--- config.mk ---
export PLATFORM = sky130hd
export DESIGN_NAME = bwme_ctrl
export DESIGN_NICKNAME = d
export VERILOG_FILES = /design/src/bwme_pkg.sv /design/src/bwme_ctrl.sv
export SDC_FILE = /design/constraint.sdc
export NUM_CORES = 1
export LEC_CHECK = 0
export ABC_AREA = 0
export CELL_PAD_IN_SITES_DETAIL_PLACEMENT = 1
export CELL_PAD_IN_SITES_GLOBAL_PLACEMENT = 1
export CORE_MARGIN = 10
export CORE_UTILIZATION = 23
export CTS_CLUSTER_DIAMETER = 150
export DETAILED_ROUTE_END_ITERATION = 16
export DONT_BUFFER_PORTS = 1
export GPL_TIMING_DRIVEN = 0
export PLACE_DENSITY_LB_ADDON = 0.1
export SETUP_SLACK_MARGIN = 0.1
export SYNTH_ARGS = -nofsm -noshare
export SYNTH_HDL_FRONTEND = slang
export SYNTH_SLANG_ARGS = --single-unit
--- constraint.sdc ---
create_clock -name clk -period 4.8 [get_ports clk]
set_clock_uncertainty 0.1 [all_clocks]
set_input_delay 0.48 -clock clk [delete_from_list [all_inputs] [get_ports clk]]
set_output_delay 0.48 -clock clk [all_outputs]
set_load 0.01 [all_outputs]
--- src/bwme_pkg.sv ---
// Shared types, codes and helpers of the bitmap wall mesh extractor.
package bwme_pkg;

    localparam int MAX_W   = 64;
    localparam int MAX_H   = 64;
    localparam int DIM_W   = 7;
    localparam int COORD_W = 6;
    localparam int ADDR_W  = 12;
    localparam int PIX_N   = MAX_W * MAX_H;
    localparam int IDX_W   = 16;
    localparam int CFG_IDX_W = 2;

    typedef enum logic [1:0] {
        PH_LOAD  = 2'd0,
        PH_VERT  = 2'd1,
        PH_HWALL = 2'd2,
        PH_VWALL = 2'd3
    } phase_t;

    typedef enum logic [1:0] {
        KIND_VERTEX = 2'd0,
        KIND_HWALL  = 2'd1,
        KIND_VWALL  = 2'd2,
        KIND_NONE   = 2'd3
    } kind_t;

    localparam logic CMD_LOAD = 1'b0;
    localparam logic CMD_PULL = 1'b1;

    localparam logic [CFG_IDX_W-1:0] CFG_WIDTH  = 2'd0;
    localparam logic [CFG_IDX_W-1:0] CFG_HEIGHT = 2'd1;
    localparam logic [CFG_IDX_W-1:0] CFG_WALL_H = 2'd2;

    // controller to datapath
    typedef struct packed {
        logic load;
        logic pull_start;
        logic wrap;
        logic rd_center;
        logic step;
        logic zero_idx;
        logic nb_init;
        logic nb_step;
        logic set_vert;
        logic run_init;
        logic rd_probe;
        logic probe_inc;
        logic run_skip;
        logic rd_idx_start;
        logic cap_first;
        logic rd_idx_end;
        logic set_wall;
        logic found_none;
        logic emit;
    } cmd_t;

    // datapath to controller
    typedef struct packed {
        logic load_done;
        logic pull_search;
        logic scan_end;
        logic cur_ok;
        logic vert_phase;
        logic rd_bit;
        logic nb_last;
        logic keep;
        logic probe_out;
        logic run_long;
        logic out_free;
    } status_t;

    function automatic logic [DIM_W-1:0] clamp_dim(input logic [DIM_W-1:0] v,
                                                   input logic [DIM_W-1:0] mx);
        logic [DIM_W-1:0] r;
        r = v;
        if (v == '0) r = DIM_W'(1);
        else if (v > mx) r = mx;
        return r;
    endfunction

    function automatic logic [ADDR_W-1:0] addr_of(input logic [COORD_W-1:0] row,
                                                  input logic [COORD_W-1:0] col,
                                                  input logic [DIM_W-1:0] w);
        logic [ADDR_W:0] a;
        a = (ADDR_W+1)'(row) * (ADDR_W+1)'(w) + (ADDR_W+1)'(col);
        return a[ADDR_W-1:0];
    endfunction

    // neighbor k (1..8) as window row / column, 0 = minus one, 2 = plus one
    function automatic logic [1:0] nb_wr(input logic [3:0] k);
        logic [1:0] r;
        case (k)
            4'd1, 4'd2, 4'd3: r = 2'd0;
            4'd6, 4'd7, 4'd8: r = 2'd2;
            default:          r = 2'd1;
        endcase
        return r;
    endfunction

    function automatic logic [1:0] nb_wc(input logic [3:0] k);
        logic [1:0] r;
        case (k)
            4'd1, 4'd4, 4'd6: r = 2'd0;
            4'd3, 4'd5, 4'd8: r = 2'd2;
            default:          r = 2'd1;
        endcase
        return r;
    endfunction

endpackage

--- src/bwme_ctrl.sv ---
// Sequencer: loads, pulls, the record search and the output hand-off.
module bwme_ctrl
    import bwme_pkg::*;
(
    input  logic    clk,
    input  logic    rst_n,
    input  logic    s_tvalid,
    output logic    s_tready,
    input  logic    command,
    input  status_t st,
    output cmd_t    cmd
);

    typedef enum logic [3:0] {
        ST_IDLE,
        ST_CHECK,
        ST_CTR,
        ST_NB,
        ST_DECIDE,
        ST_RUN,
        ST_RUNW,
        ST_IDX0,
        ST_IDX1,
        ST_EMIT
    } state_t;

    state_t state_reg, state_next;
    logic   pull_active_reg, pull_active_next;
    state_t finish_state;

    assign finish_state = pull_active_reg ? ST_EMIT : ST_IDLE;
    assign s_tready     = (state_reg == ST_IDLE);

    always_comb
    begin
        cmd              = '0;
        state_next       = state_reg;
        pull_active_next = pull_active_reg;
        case (state_reg)
            ST_IDLE:
            begin
                if (s_tvalid)
                begin
                    if (command == CMD_LOAD)
                    begin
                        cmd.load = 1'b1;
                        if (st.load_done)
                        begin
                            pull_active_next = 1'b0;
                            state_next       = ST_CHECK;
                        end
                    end
                    else
                    begin
                        cmd.pull_start = 1'b1;
                        if (st.pull_search)
                        begin
                            pull_active_next = 1'b1;
                            state_next       = ST_CHECK;
                        end
                        else
                        begin
                            state_next = ST_EMIT;
                        end
                    end
                end
            end
            ST_CHECK:
            begin
                if (st.scan_end)
                begin
                    cmd.found_none = 1'b1;
                    state_next     = finish_state;
                end
                else if (!st.cur_ok)
                begin
                    cmd.wrap = 1'b1;
                end
                else
                begin
                    cmd.rd_center = 1'b1;
                    state_next    = ST_CTR;
                end
            end
            ST_CTR:
            begin
                if (!st.rd_bit)
                begin
                    cmd.step     = 1'b1;
                    cmd.zero_idx = st.vert_phase;
                    state_next   = ST_CHECK;
                end
                else if (st.vert_phase)
                begin
                    cmd.nb_init = 1'b1;
                    state_next  = ST_NB;
                end
                else
                begin
                    cmd.run_init = 1'b1;
                    state_next   = ST_RUN;
                end
            end
            ST_NB:
            begin
                cmd.nb_step = 1'b1;
                if (st.nb_last)
                begin
                    state_next = ST_DECIDE;
                end
            end
            ST_DECIDE:
            begin
                if (st.keep)
                begin
                    cmd.set_vert = 1'b1;
                    state_next   = finish_state;
                end
                else
                begin
                    cmd.zero_idx = 1'b1;
                    cmd.step     = 1'b1;
                    state_next   = ST_CHECK;
                end
            end
            ST_RUN, ST_RUNW:
            begin
                if (state_reg == ST_RUN && !st.probe_out)
                begin
                    cmd.rd_probe = 1'b1;
                    state_next   = ST_RUNW;
                end
                else if (state_reg == ST_RUNW && st.rd_bit)
                begin
                    cmd.probe_inc = 1'b1;
                    state_next    = ST_RUN;
                end
                else if (st.run_long)
                begin
                    cmd.rd_idx_start = 1'b1;
                    state_next       = ST_IDX0;
                end
                else
                begin
                    cmd.run_skip = 1'b1;
                    state_next   = ST_CHECK;
                end
            end
            ST_IDX0:
            begin
                cmd.cap_first  = 1'b1;
                cmd.rd_idx_end = 1'b1;
                state_next     = ST_IDX1;
            end
            ST_IDX1:
            begin
                cmd.set_wall = 1'b1;
                state_next   = finish_state;
            end
            ST_EMIT:
            begin
                if (st.out_free)
                begin
                    cmd.emit   = 1'b1;
                    state_next = ST_IDLE;
                end
            end
            default:
            begin
                state_next = ST_IDLE;
            end
        endcase
    end

    always_ff @(posedge clk or negedge rst_n)
    begin
        if (!rst_n)
        begin
            state_reg       <= ST_IDLE;
            pull_active_reg <= 1'b0;
        end
        else
        begin
            state_reg       <= state_next;
            pull_active_reg <= pull_active_next;
        end
    end

endmodule

==> flow_summary.toml, run 1 <==
[timing]
slew_headroom = 0.2870
finalCriticalPeriod_ns = 2.600
layout_worst_path_cycle_share = 0.5417
fin_tns_setup_ns = 0
fmax_mhz = 384.6
rsz0062_at_grt = "no"
setup_viol = 0
worst_slew_pin_slew_ns = 1.060
drv_slew = 0
hold_viol_final = 0

[routing]
drtPass1Iterations = 4
antenna_left = 0
route.detailed.drc = 0
via_count = 703
wirelength_um = 2454
wl_per_cell_um = 19.79
drt_iter0_drc = 26
viasPerCell = 5.669

[synth]
synthSimpleGateAreaFrac = 0.4371
ys.flop_type = "dfrtp_1"
synth_nets = 104
ys_seq_elements = 5
synth_fa_ha_area_frac = 0
syn_area_sq_um = 626.9
yosys.area.top_type_share = 0.1996
synthArstFlopShare = 1.000
synth.avg_cell_area_sq_um = 7.043
ys_types = 32
yosys_warnings = 0
synth_compound_area_frac = 0.2615
synth_top_cell_by_area = "dfrtp_1"
yosysSeqAreaShare = 0.1996
synth-edff-count = 0
yosys-top-cells-area = "dfrtp_1 20%, and3_1 6.0%, nor2_1 6.0%"
synth_top_family_by_area = "simple AND/OR/NAND/NOR gates"
synthXorXnorAreaFrac = 0
muxShareOfSynthArea = 0
syn_inst = 89

[critical_path]
path_class = "flop to primary output"
cp_num_buf_inv = 1
cp_cell_sequence = "buf_2 -> nor4_1 -> nand2_1 -> nor2_1"
cp.required_ns = 4.22
endpoint_kind = "primary output"
critPathMaxFanout = 10
slowest_stage = "nor4_1"
rrSetupSlack_ns = 2.76
critPathMaxStageDelay_ns = 0.82
crit_family = "simple AND/OR/NAND/NOR gates"
worst_setup_path_start_kind = "flop"
worst_ep_arrival_time_ns = 2.02

[status]
status = "completed"

[global_routing]
grt_pass1_wl_um = 4091
antenna_found_initial = 0
grt_max_degree = 11
grt_pass1_vias = 776
grt_overflow_total = 0
grt.total_usage = 0.09613

[cells_and_area]
fin_area_sq_um = 700.7
mostFrequentLayoutCells = "10 x nor2_1, 7 x inv_1, 7 x a21oi_1"
final_nets = 110
fillers = 330
drive_gt1_frac = 0.1277
final_common_cell = "nor2_1"
largest_reg_flops = 4
area_growth_pct = 11.78
antenna_cells_inserted = 0

[place]
dpl.hpwl_um = 2064
placed_area_sq_um = 664.4
io_buffers = 0
gp_congestion = 0.7606

[clock_tree]
clkTransAtPathRegs_ns = 0.04
clk_path_buf_depth = 2
cts_tree = "built"
clkLatencyLatePin_ns = 0.24
cts_sinks = 5
cts_buffers = 3
hold_buffers = 1
cts_resized = 0
cts-root-buf = "clkbuf_4"
post_cts_buffers = 0
htree_num_levels = 1

[floorplan]
die_y_um = 72.21
dieArea_sq_um = 5214
core_sq_um = 2545
pin_count = 35
start_util = 0.2463
die_width_um = 72.21
row_count = 18

[hold_path]
hold_class = "input pin to flop"

[pwr]
irDropWorstVdd_uv = 192.3
leakage_nw = 0.2951
pwr_density_cell_nw_per_um2 = 538.7

[run]
timing.max_cap.violations = 0
cells in the mapped netlist, types with 3 or more instances:
| master | n |
|---|---|
| dfrtp_1 | 5 |
| nor2_1 | 10 |
| nor2b_1 | 5 |
| o21ai_0 | 5 |
| a21oi_1 | 7 |
| nand2_1 | 3 |
| inv_1 | 7 |
| nor3b_1 | 3 |
| nor3_1 | 4 |
| buf_4 | 3 |
| nand3_1 | 5 |
| and3_1 | 6 |
area by class of cell:
| cell class | instances | area, sq um | share of cell area |
|---|---|---|---|
| multi-input combinational | 71 | 437.9 | 0.6250 |
| sequential | 5 | 125.1 | 0.1786 |
| buffer | 6 | 37.54 | 0.05357 |
| tap | 30 | 37.54 | 0.05357 |
| clock buffer | 4 | 26.28 | 0.03750 |
| inverter | 7 | 26.28 | 0.03750 |
| timing repair buffer | 1 | 10.01 | 0.01429 |
path summary, 6_finish.rpt:
| check | endpoint | cells after the start | from |
|---|---|---|---|
| worst min-delay path | state_reg[3] | 1 | st[0] |
| worst min register to register | pull_active_reg | 2 | pull_active_reg |
| worst max register to register | pull_active_reg | 5 | state_reg[2] |
| max in group asynchronous | state_reg[2] | 1 | rst_n |
| worst max-delay path | cmd[18] | 4 | state_reg[2] |
| min in group asynchronous | pull_active_reg | 1 | rst_n |
power by group:
group / switching [mW] / internal (mW) / total, mW
registers: 0.0190 / 0.0577 / 0.0768
logic: 0.161 / 0.0927 / 0.254
clock network: 0.0157 / 0.0313 / 0.0470
total: 0.196 / 0.182 / 0.377
stage by stage:
| step | cells | hold WS, ns | total power, mW | util | setup WS [ns] |
|---|---|---|---|---|---|
| 6_report | 124 | 0.2581 | 0.3774 | 0.2753 | 2.200 |
| 5_1_grt | 124 | 0.2525 | 0.4187 | 0.2753 | 1.935 |
| 4_1_cts | 124 | 0.2438 | 0.3834 | 0.2753 | 2.157 |
| 3_5_place_dp | 119 | 0.08465 | 0.3321 | 0.2611 | 2.425 |
| 3_3_place_gp | 119 | 0.08462 | 0.3290 | 0.2611 | 2.455 |
| 2_1_floorplan | 89 | 0.08441 | 0.2666 | - | 2.733 |
worst register-to-register path, stage by stage, from the launching register on:
cell	delay (ns)
dfrtp_1	0.42
buf_2	0.20
nor4_1	0.82
nand3_1	0.15
a21oi_1	0.18
a21oi_1	0.05
metal layers:
metal  wire (um)  vias to the layer above  share of wire  track usage
li1            -                      341              -            -
met1        1009                      338           0.41       0.1053
met2        1179                       22           0.48       0.1613
met3         257                        2           0.10      0.04626
met4           6                        0         0.0024      0.02581
met5           0                        -              0            0
cell families (layout without fill, tap and decap cells):
logic type / after synthesis / after routing
simple gates: 47 / 47
flops: 5 / 5
buf+inv: 13 / 18
compound gates: 24 / 24
(Power assumes the default switching activity.)
==> run 2, diff against run 1 <==
Settings changed: ABC_AREA 0 to 1.
Clock period 4.8 ns to 2.6 ns, I/O delays scaled along.
==> run 2 against run 1 <==
- critical path depth is 1 higher
- sequential power is 100% higher
- area after synthesis is 2.0% lower
- utilization is 0.25 points lower
- worst hold slack worse by 0.14 ns
- sequential cell count stayed put
- worst setup slack worse by 1.5 ns
- die area is 1.4% lower
- wire length is 12% lower
- register-to-register slack worse by 1.7 ns
- critical path type unchanged
- largest power group unchanged
==> flow_summary.toml, run 2 <==
[status]
status = "completed"

[cells_and_area]
post-route-util = 0.2728
final_nets = 135
fillers = 364
largest_reg_flops = 4
antenna_cells_inserted = 0
fin_area_sq_um = 688.2
fin_cells = 149
final_common_cell = "nand2_1"
mostFrequentLayoutCells = "35 x nand2_1, 19 x inv_1, 17 x nor2_1"
drive_gt1_frac = 0.1261
area_growth_pct = 12.02

[critical_path]
rrSetupSlack_ns = 1.05
rr_startpoint = "state_reg[1]"
endpoint_kind = "primary output"
worst_ep_arrival_time_ns = 1.53
critPathMaxFanout = 6
cp_cell_sequence = "nor2_2 -> nand2_1 -> inv_2 -> nand2_1 -> nor2_1"
slowest_stage = "dfrtp_1"
crit_family = "simple AND/OR/NAND/NOR gates"
r2r_end = "pull_active_reg"
crit_start = "state_reg[1]"
r2r_cells = 6
cp_num_cells = 5
cp.required_ns = 2.24
setup.worst_path.end = "cmd[17]"
critPathMaxStageDelay_ns = 0.44
path_class = "flop to primary output"
cp_num_buf_inv = 1
path_common_cell = "nand2_1"
worst_setup_path_start_kind = "flop"

[hold_path]
hold_class = "input pin to flop"
min_from = "command"

[routing]
via_count = 712
wirelength_um = 2151
viasPerCell = 4.779
route.detailed.drc = 0
drtPass1Iterations = 4
antenna_left = 0
drt_iter0_drc = 21
wl_per_cell_um = 14.44

[global_routing]
antenna_found_initial = 0
grt_max_degree = 10
grt.total_usage = 0.08685
grt_pass1_wl_um = 3746
grt_pass1_vias = 772
grt_overflow_total = 0

[clock_tree]
clkLatencyLatePin_ns = 0.24
clkTransAtPathRegs_ns = 0.04
cts_resized = 0
cts_sinks = 5
htree_num_levels = 1
cts_buffers = 3
clk_path_buf_depth = 2
post_cts_buffers = 0
cts-root-buf = "clkbuf_4"
cts_tree = "built"

[place]
pre_cts_ws_ns = 0.9512
dpl.hpwl_um = 1872
placed_cells = 144
gp_congestion = 0.7402
placed_area_sq_um = 651.9
io_buffers = 0

[floorplan]
start_util = 0.2436
core_sq_um = 2522
die_y_um = 71.68
dieArea_sq_um = 5138
row_count = 18
die_width_um = 71.68
pin_count = 35

[synth]
yosysMostFrequentCell = "nand2_1"
ys.flop_type = "dfrtp_1"
synth_common_cells = "35 x nand2_1, 19 x inv_1, 17 x nor2_1"
synth_top_cell_by_area = "nand2_1"
synth_nets = 129
ys_types = 19
yosys_warnings = 0
synth-edff-count = 0
ys_seq_elements = 5
syn_area_sq_um = 614.3
syn_inst = 114
yosysSeqAreaShare = 0.2037
synthArstFlopShare = 1.000
yosys.area.top_type_share = 0.2138
yosys-top-cells-area = "nand2_1 21%, dfrtp_1 20%, inv_1 12%"
synth.avg_cell_area_sq_um = 5.389

[timing]
hold_viol_final = 0
drv_slew = 0
slew_headroom = 0.6229
worst_slew_pin_slew_ns = 0.5605
setup_slack_ns = 0.7122
hold_ws_ns = 0.1157
fin_tns_setup_ns = 0
rsz0062_at_grt = "no"
layout_worst_path_cycle_share = 0.7261
fmax_mhz = 529.7
finalCriticalPeriod_ns = 1.888
setup_viol = 0

[pwr]
irDropWorstVdd_uv = 329.1
p_total_mw = 0.6260
pwr_density_cell_nw_per_um2 = 909.7
leakage_nw = 0.4218

[run]
timing.max_cap.violations = 0
## run 2: where the power goes
group / switching (mW) / internal [mW] / leakage, nW
Combinational: 0.274 / 0.107 / 0.342
Sequential: 0.0472 / 0.107 / 0.0652
Clock: 0.0320 / 0.0580 / 0.0150
## run 2: what timing repair did
action,4_1_cts,5_1_grt
endpoints found under the setup margin,0,0
hold endpoints to repair,5,0
hold buffers,1,0
## run 2: worst min-delay path by stage
stage / end / slack, ns / depth (start not counted)
6_report: pull_active_reg / 0.12 / 2
5_1_grt: pull_active_reg / 0.14 / 2
4_1_cts: pull_active_reg / 0.11 / 2
3_5_place_dp: pull_active_reg / -0.14 / 0
3_3_place_gp: pull_active_reg / -0.14 / 0
2_1_floorplan: pull_active_reg / -0.14 / 0
## run 2: cell families after synthesis
kind of cell	Yosys count	share of synthesized area
AOI/OAI and AO/OA	8	0.07330
DFF	5	0.2037
and+or+nand+nor	76	0.5642
buffers and inverters	25	0.1589
## run 2: area by class of cell
class | count | area (sq um) | share of cell area
sequential | 5 | 125.1 | 0.1818
multi-input combinational | 84 | 391.6 | 0.5691
timing repair buffer | 1 | 10.01 | 0.01455
clock buffer | 4 | 26.28 | 0.03818
inverter | 24 | 90.09 | 0.1309
tap | 30 | 37.54 | 0.05455
buffer | 1 | 7.507 | 0.01091
## run 2: routing by layer
layer / wire length [um] / GRT usage / vias to the layer above
met5: 0 / 0 / -
li1: - / - / 362
met1: 1031 / 0.1082 / 313
met3: 187 / 0.03168 / 5
met4: 26 / 0.02581 / 0
met2: 905 / 0.1353 / 32
